--- src/sv/ordlq_pkg.sv ---
// ----------------------------------------------------------------------------
// ordlq_pkg
// Operation codes and the operation type of the ordered list queue.
// ----------------------------------------------------------------------------
`default_nettype none

package ordlq_pkg;

    typedef logic [1:0] t_op;

    localparam t_op OP_APPEND  = 2'd0;
    localparam t_op OP_PUSH    = 2'd1;
    localparam t_op OP_ORDERED = 2'd2;
    localparam t_op OP_REMOVE  = 2'd3;

endpackage

`default_nettype wire

--- src/sv/ordered_list_queue.sv ---
// ----------------------------------------------------------------------------
// ordered_list_queue
// Result: append, push, rejected insert, remove on empty and ordered insert into
//   an empty list load the output register at accept; a remove reads the head
//   into the read register first (one memory read), then loads the output.
// Other ordered inserts walk the entries at or below the new value toward the
//   head, then place it; one read port, one entry a cycle. Throughput: one word
//   per cycle for ops that finish at accept while results are taken, one op at a time otherwise.
// Reset: state to idle; count, head pointer, compare mode and output valid cleared; memory not swept.
// ----------------------------------------------------------------------------
`default_nettype none

module ordered_list_queue #(
    parameter int DEPTH       = 16,
    parameter int VALUE_WIDTH = 32
) (
    input  wire logic                           i_clk,
    input  wire logic                           i_rst_n,
    // configuration
    input  wire logic                           i_cfg_we,
    input  wire logic                           i_cfg_wdata,
    // input channel
    input  wire logic                           i_in_valid,
    output logic                                o_in_ready,
    input  wire logic [1:0]                     i_operation,
    input  wire logic [VALUE_WIDTH-1:0]         i_value,
    // output channel
    output logic                                o_out_valid,
    input  wire logic                           i_out_ready,
    output logic [VALUE_WIDTH-1:0]              o_head_value,
    output logic                                o_removed_valid,
    output logic                                o_accepted,
    output logic [$clog2(DEPTH+1)-1:0]          o_entry_count
);

    // Physical address width and logical count width
    localparam int AW = (DEPTH > 1) ? $clog2(DEPTH) : 1;
    localparam int CW = $clog2(DEPTH + 1);

    localparam logic [1:0] ST_IDLE  = 2'd0;  // accepting words
    localparam logic [1:0] ST_POP   = 2'd1;  // head read in flight
    localparam logic [1:0] ST_SCAN  = 2'd2;  // walking from head toward tail
    localparam logic [1:0] ST_PLACE = 2'd3;  // new value lands at the tail

    // The list lives in a circular buffer: logical k sits at (head + k) mod DEPTH.
    function automatic logic [AW-1:0] phys(input logic [AW-1:0] head,
                                           input logic [CW-1:0] k);
        logic [CW:0] s;
        s = {{(CW + 1 - AW){1'b0}}, head} + {1'b0, k};
        if (s >= (CW + 1)'(DEPTH)) begin
            s = s - (CW + 1)'(DEPTH);
        end
        return s[AW-1:0];
    endfunction

    function automatic logic [AW-1:0] ptr_dec(input logic [AW-1:0] p);
        logic [AW-1:0] r;
        if (p == '0) begin
            r = AW'(DEPTH - 1);
        end else begin
            r = p - 1'b1;
        end
        return r;
    endfunction

    function automatic logic [AW-1:0] ptr_inc(input logic [AW-1:0] p);
        logic [AW-1:0] r;
        if (p == AW'(DEPTH - 1)) begin
            r = '0;
        end else begin
            r = p + 1'b1;
        end
        return r;
    endfunction

    // a <= b, with the sign bit flipped in signed mode
    function automatic logic le_cmp(input logic [VALUE_WIDTH-1:0] a,
                                    input logic [VALUE_WIDTH-1:0] b,
                                    input logic                   signed_mode);
        logic [VALUE_WIDTH-1:0] flip;
        flip = '0;
        flip[VALUE_WIDTH-1] = signed_mode;
        return (a ^ flip) <= (b ^ flip);
    endfunction

    // Entry memory: one write and one registered read per cycle
    logic [VALUE_WIDTH-1:0] r_mem [DEPTH];
    logic [VALUE_WIDTH-1:0] r_rdata;

    logic                   mem_we;
    logic [AW-1:0]          mem_waddr;
    logic [VALUE_WIDTH-1:0] mem_wdata;
    logic                   mem_re;
    logic [AW-1:0]          mem_raddr;

    // Control state
    logic [1:0]             r_state, n_state;
    logic [AW-1:0]          r_head,  n_head;
    logic [CW-1:0]          r_count, n_count;
    logic [CW-1:0]          r_slot,  n_slot;   // logical index of the entry under test
    logic [VALUE_WIDTH-1:0] r_val,   n_val;    // value being placed
    logic                   r_mode;

    // Output register
    logic                   r_out_valid;
    logic [VALUE_WIDTH-1:0] r_out_head;
    logic                   r_out_rvalid;
    logic                   r_out_acc;
    logic [CW-1:0]          r_out_count;

    logic                   out_load;
    logic [VALUE_WIDTH-1:0] out_head;
    logic                   out_rvalid;
    logic                   out_acc;
    logic [CW-1:0]          out_count;

    logic                   in_ready;
    logic                   accept;
    logic                   full;

    // The output slot is empty whenever a remove or a walking ordered insert runs: it was free
    // at accept and only ops that finish at accept load it then. So finishing never waits.
    assign in_ready = (r_state == ST_IDLE) && (!r_out_valid || i_out_ready);
    assign accept   = i_in_valid && in_ready;
    assign full     = (r_count == CW'(DEPTH));

    // Ordered insert into a non-empty list walks from the head. Entries at or below
    // the new value each move one slot toward the head into the free slot just ahead
    // of the list; the first larger entry stops the walk and the value fills the hole,
    // or goes last if none is larger. The head pointer then steps back by one. The
    // hole trails the read by two entries, so a read and a write never hit the same entry
    // in one cycle, and every write completes before the next word's read is issued.
    always_comb begin
        n_state    = r_state;
        n_head     = r_head;
        n_count    = r_count;
        n_slot     = r_slot;
        n_val      = r_val;
        mem_we     = 1'b0;
        mem_waddr  = phys(r_head, r_slot);
        mem_wdata  = r_val;
        mem_re     = 1'b0;
        mem_raddr  = r_head;
        out_load   = 1'b0;
        out_head   = '0;
        out_rvalid = 1'b0;
        out_acc    = 1'b1;
        out_count  = r_count;

        unique case (r_state)
            ST_IDLE: begin
                if (accept) begin
                    if (i_operation == ordlq_pkg::OP_REMOVE) begin
                        if (r_count == '0) begin
                            out_load = 1'b1;
                        end else begin
                            mem_re    = 1'b1;
                            mem_raddr = r_head;
                            n_head    = ptr_inc(r_head);
                            n_count   = r_count - 1'b1;
                            n_state   = ST_POP;
                        end
                    end else if (full) begin
                        out_load = 1'b1;
                        out_acc  = 1'b0;
                    end else begin
                        unique case (i_operation)
                            ordlq_pkg::OP_APPEND: begin
                                mem_we    = 1'b1;
                                mem_waddr = phys(r_head, r_count);
                                mem_wdata = i_value;
                                n_count   = r_count + 1'b1;
                                out_load  = 1'b1;
                                out_count = r_count + 1'b1;
                            end
                            ordlq_pkg::OP_PUSH: begin
                                mem_we    = 1'b1;
                                mem_waddr = ptr_dec(r_head);
                                mem_wdata = i_value;
                                n_head    = ptr_dec(r_head);
                                n_count   = r_count + 1'b1;
                                out_load  = 1'b1;
                                out_count = r_count + 1'b1;
                            end
                            default: begin
                                // ordered insert
                                if (r_count == '0) begin
                                    mem_we    = 1'b1;
                                    mem_waddr = r_head;
                                    mem_wdata = i_value;
                                    n_count   = r_count + 1'b1;
                                    out_load  = 1'b1;
                                    out_count = r_count + 1'b1;
                                end else begin
                                    n_val     = i_value;
                                    n_slot    = '0;
                                    mem_re    = 1'b1;
                                    mem_raddr = r_head;
                                    n_state   = ST_SCAN;
                                end
                            end
                        endcase
                    end
                end
            end

            ST_POP: begin
                out_load   = 1'b1;
                out_head   = r_rdata;
                out_rvalid = 1'b1;
                n_state    = ST_IDLE;
            end

            ST_SCAN: begin
                // r_rdata holds logical entry r_slot; the hole sits just ahead of it
                mem_we    = 1'b1;
                mem_waddr = phys(ptr_dec(r_head), r_slot);
                if (le_cmp(r_rdata, r_val, r_mode)) begin
                    mem_wdata = r_rdata;
                    n_slot    = r_slot + 1'b1;
                    if (n_slot == r_count) begin
                        n_state = ST_PLACE;
                    end else begin
                        mem_re    = 1'b1;
                        mem_raddr = phys(r_head, n_slot);
                    end
                end else begin
                    mem_wdata = r_val;
                    n_head    = ptr_dec(r_head);
                    n_count   = r_count + 1'b1;
                    out_load  = 1'b1;
                    out_count = r_count + 1'b1;
                    n_state   = ST_IDLE;
                end
            end

            default: begin
                // ST_PLACE: every entry was at or below the value, it goes last
                mem_we    = 1'b1;
                mem_waddr = phys(ptr_dec(r_head), r_slot);
                mem_wdata = r_val;
                n_head    = ptr_dec(r_head);
                n_count   = r_count + 1'b1;
                out_load  = 1'b1;
                out_count = r_count + 1'b1;
                n_state   = ST_IDLE;
            end
        endcase
    end

    always_ff @(posedge i_clk) begin
        if (mem_we) begin
            r_mem[mem_waddr] <= mem_wdata;
        end
        if (mem_re) begin
            r_rdata <= r_mem[mem_raddr];
        end
    end

    always_ff @(posedge i_clk) begin
        if (!i_rst_n) begin
            r_state     <= ST_IDLE;
            r_head      <= '0;
            r_count     <= '0;
            r_mode      <= 1'b0;
            r_out_valid <= 1'b0;
        end else begin
            r_state <= n_state;
            r_head  <= n_head;
            r_count <= n_count;
            if (i_cfg_we) begin
                r_mode <= i_cfg_wdata;
            end
            if (out_load) begin
                r_out_valid <= 1'b1;
            end else if (i_out_ready) begin
                r_out_valid <= 1'b0;
            end
        end
    end

    // Payload registers, no reset needed
    always_ff @(posedge i_clk) begin
        r_slot <= n_slot;
        r_val  <= n_val;
        if (out_load) begin
            r_out_head   <= out_head;
            r_out_rvalid <= out_rvalid;
            r_out_acc    <= out_acc;
            r_out_count  <= out_count;
        end
    end

    assign o_in_ready      = in_ready;
    assign o_out_valid     = r_out_valid;
    assign o_head_value    = r_out_head;
    assign o_removed_valid = r_out_rvalid;
    assign o_accepted      = r_out_acc;
    assign o_entry_count   = r_out_count;

endmodule

`default_nettype wire

--- config.mk ---
export PLATFORM = sky130hd
export DESIGN_NAME = ordered_list_queue
export DESIGN_NICKNAME = d
export VERILOG_FILES = /design/src/sv/ordlq_pkg.sv /design/src/sv/ordered_list_queue.sv
export SDC_FILE = /design/constraint.sdc
export NUM_CORES = 1
export LEC_CHECK = 0
export BUFFER_PORTS_ARGS = -buffer_cell sky130_fd_sc_hd__buf_2
export CORE_AREA = 5 5 309 311
export DETAILED_ROUTE_END_ITERATION = 8
export DIE_AREA = 0 0 314 316
export GPL_ROUTABILITY_DRIVEN = 1
export GPL_TIMING_DRIVEN = 0
export PLACE_DENSITY = 0.48
export SLEW_MARGIN = 20
export SYNTH_ARGS = -nofsm -noshare
export SYNTH_HDL_FRONTEND = slang
export SYNTH_SLANG_ARGS = --single-unit
--- constraint.sdc ---
create_clock -name i_clk -period 8.4 [get_ports i_clk]
set_clock_uncertainty 0.05 [all_clocks]
set_input_delay 1.68 -clock i_clk [delete_from_list [all_inputs] [get_ports i_clk]]
set_output_delay 1.68 -clock i_clk [all_outputs]
set_load 0.01 [all_outputs]
==> results.md <==
- Status: complete, no violations
- Slew margin rel.: 19.02%
- Die height: 316 um
- Detailed router's first-iteration violation count: 2129
- HP Class: reg2reg
- First-pass detailed-route iteration total: 6
- Leakage: 11.26 nW
- Post-route cell area: 32580 um2
- Syn_area_per_cell: 13.72 um2
- Top-area cell type share of the netlist area: 67.66%
- Seq/Total Area, Yosys: 68.61%
- Antenna violations before repair: 2
- Antenna Nets Post-Route: 0
- Worst Setup Start Kind: register
- I/O pins: 81
- Cts repair resizes: 0
- Gpl congestion: 0.8872
- Final hold slack: 0.5605 ns
- CP required: 8.77 ns
- CP endpoint kind: register
- CTS tree: done
- Post-synth EDFFs: 620
- Clock Sink Count: 633
- Post-CTS Setup Inserts: 0
- Area after DPL: 30230 um2
- Main area contributors after synthesis: edfxtp_1 68%, and3_1 4.2%, a211oi_1 3.7%
- Drt wl/cell: 25.81 um
- Total chip power: 10.17 mW
- Fin crit share: 68.77%
- Vias in the first global route: 18601
- MaxCap Viol Count: 0
- Share of cells above drive strength 1: 13.27%
- Final hold vios: 0
- Die W: 314 um
- Dpl hpwl: 65130 um
- Final setup margin: 2.624 ns
- Via Count: 18814
- Total number of yosys warnings: 0
- Root Buffer: clkbuf_16
- First-pass GRT wire length: 128300 um
- Cell count after synthesis: 2006
- #FFs+latches synth: 633
- Period minus WS final: 5.776 ns
- Clock insertion delay at the later pin of the skew report: 0.62 ns
- Core area: 92490 um2
- Site row count: 112
- Largest net degree at the start of global routing: 37
- Arrival @ worst endpoint: 6.15 ns
- Worst Tran Pin Value: 1.206 ns
- Clock Tree Buf Depth: 3
- Max FO, Critical Path: 10
- H-tree depth: 3
- Mean number of vias per cell: 5.441
- Area leader, netlist: edfxtp_1
- Yosys cell types: 74
- DP Worst Slack: 2.317 ns
- Die area: 99220 um2
- Starting Density: 29.75%
- Peak VDD IR: 0.0001366 V
- RSZ-0062 raised after global routing: no
- Synth async-reset ratio: 0%
- Post-layout nets: 2301
- Reg clk slew, reported paths: 0.06 ns
- PD cells: 312.2 nW/um2
- Syn Std Cell Area: 27520 um2
- Final-report max-slew violation count: 0
- Final TNS setup: 0 ns
- GRT Util Overall: 17.45%
- Area growth from synthesis to layout: 18.41%
- Final-report setup violation count: 0
- Syn Nets: 2100
- DRC: 0
- Crit path kind: reg2reg
- Prevailing post-synth register cell: edfxtp_1
- Final wirelength: 89240 um
- Grt ovf: 0
- Peak Freq: 173.1 MHz
- I/O Buffers: 79
- Cts hold-fix bufs: 0
- CTS Buf Count: 69
-- state kept, by name, summed over array words and instances (netlist names), 4 cells and up --
signal and count:
o_entry_count 5, o_head_value 32, r_count 5, r_head 4
r_mem 512, r_rdata 32, r_slot 5, r_val 32
-- placed cells by master, fill, tap and decap left out, types with 11 or more instances in the layout --
cell type / count
edfxtp_1: 620
and3_1: 186
nand2_1: 173
a211oi_1: 136
clkbuf_1: 135
buf_2: 99
inv_1: 74
clkbuf_16: 71
nand3_1: 50
nor2_1: 50
ha_1: 50
a21oi_1: 48
o21ai_0: 48
a222oi_1: 33
a311oi_1: 33
buf_4: 28
o32ai_1: 22
a32oi_1: 22
a21boi_0: 20
xnor2_1: 19
o22ai_1: 17
xor2_1: 16
nor4_1: 15
clkinv_1: 14
o31ai_1: 13
a2111oi_0: 13
dfxtp_1: 13
nand4_1: 11
a211o_1: 11
a32o_1: 11
buf_16: 11
-- critical path: stages (launching register included) --
cell and delay, ns:
edfxtp_1 0.46, ha_1 0.34, nand4_1 0.21, nor4_1 0.60
and2b_1 0.28, o41a_1 0.15, buf_6 0.18, o31ai_1 0.71
buf_4 0.31, clkbuf_1 0.56, and3_1 0.24, o32ai_1 0.08
a2111oi_0 1.03, a311o_1 0.37
-- cells in the mapped netlist (all sizes together) (3+ instances only) --
cell type,n
nand4,11
a32oi,22
mux2i,7
a222oi,33
and3,186
ha,50
o21ai,54
a211oi,136
a21boi,20
o22ai,17
or2,3
a31o,12
a311o,10
a21o,9
nand2,174
fa,4
nor3,16
a2111oi,22
xor2,16
a32o,11
dfxtp,13
a211o,11
o32ai,22
buf,27
nand2b,5
nor2b,5
edfxtp,620
and2,4
nand3,50
mux2,3
clkbuf,130
a21oi,48
o31ai,15
inv,74
nor2,60
a311oi,33
nor4,17
a31oi,7
xnor2,19
-- report_power, final --
| part | internal, mW | switching [mW] |
|---|---|---|
| clock | 1.87 | 1.28 |
| sequential | 4.06 | 0.133 |
| combinational | 0.805 | 2.01 |
-- layout make-up --
type / instances / area (um2)
Buffer: 157 / 639.4
Clock buffer: 77 / 1809
Antenna cell: 1 / 2.502
Multi-Input combinational cell: 1140 / 7851
Tap cell: 1197 / 1498
Fill cell: 8929 / 59910
Sequential cell: 633 / 18880
Inverter: 76 / 285.3
Clock inverter: 47 / 540.5
Timing Repair Buffer: 130 / 1079
-- cells by family (layout without fill, tap and decap cells) --
family,Yosys count,in the layout,share of synthesized area [%]
AOI/OAI and AO/OA,501,501,13.93
xor gates and xnor gates,37,37,1.287
adders and majority gates,54,54,2.565
buffers and inverters,233,487,3.360
DFF,633,633,68.61
muxes,10,10,0.3774
other,0,1,0
and+or+nand+nor,538,538,9.876
-- routing by layer --
layer	global-route usage (%)	share of wire (%)	vias to the layer above	routed length (um)
met1	23.71	43	9450	38300
met3	3.008	7.5	156	6734
met2	28.36	46	832	41140
li1	-	-	8376	-
met4	6.245	3.4	0	3064
met5	0	0	-	0
-- stage by stage --
step	cells	utilization, %
CTS	3457	35.22
global placement	3282	31.80
floorplan	2006	-
detailed placement	3333	32.68
finish	3458	35.23
global route	3457	35.23
-- final timing paths --
path / startpoint / end / slack [ns] / cells past startpoint
setup / recovery: r_rdata[14] / r_rdata[12] / 2.62 / 13
hold / removal: r_mode / r_mode / 0.56 / 2
setup reg to reg: r_rdata[14] / r_rdata[12] / 2.62 / 13
hold reg to reg: r_mode / r_mode / 0.56 / 2
Power figures use the tool's default switching activity.
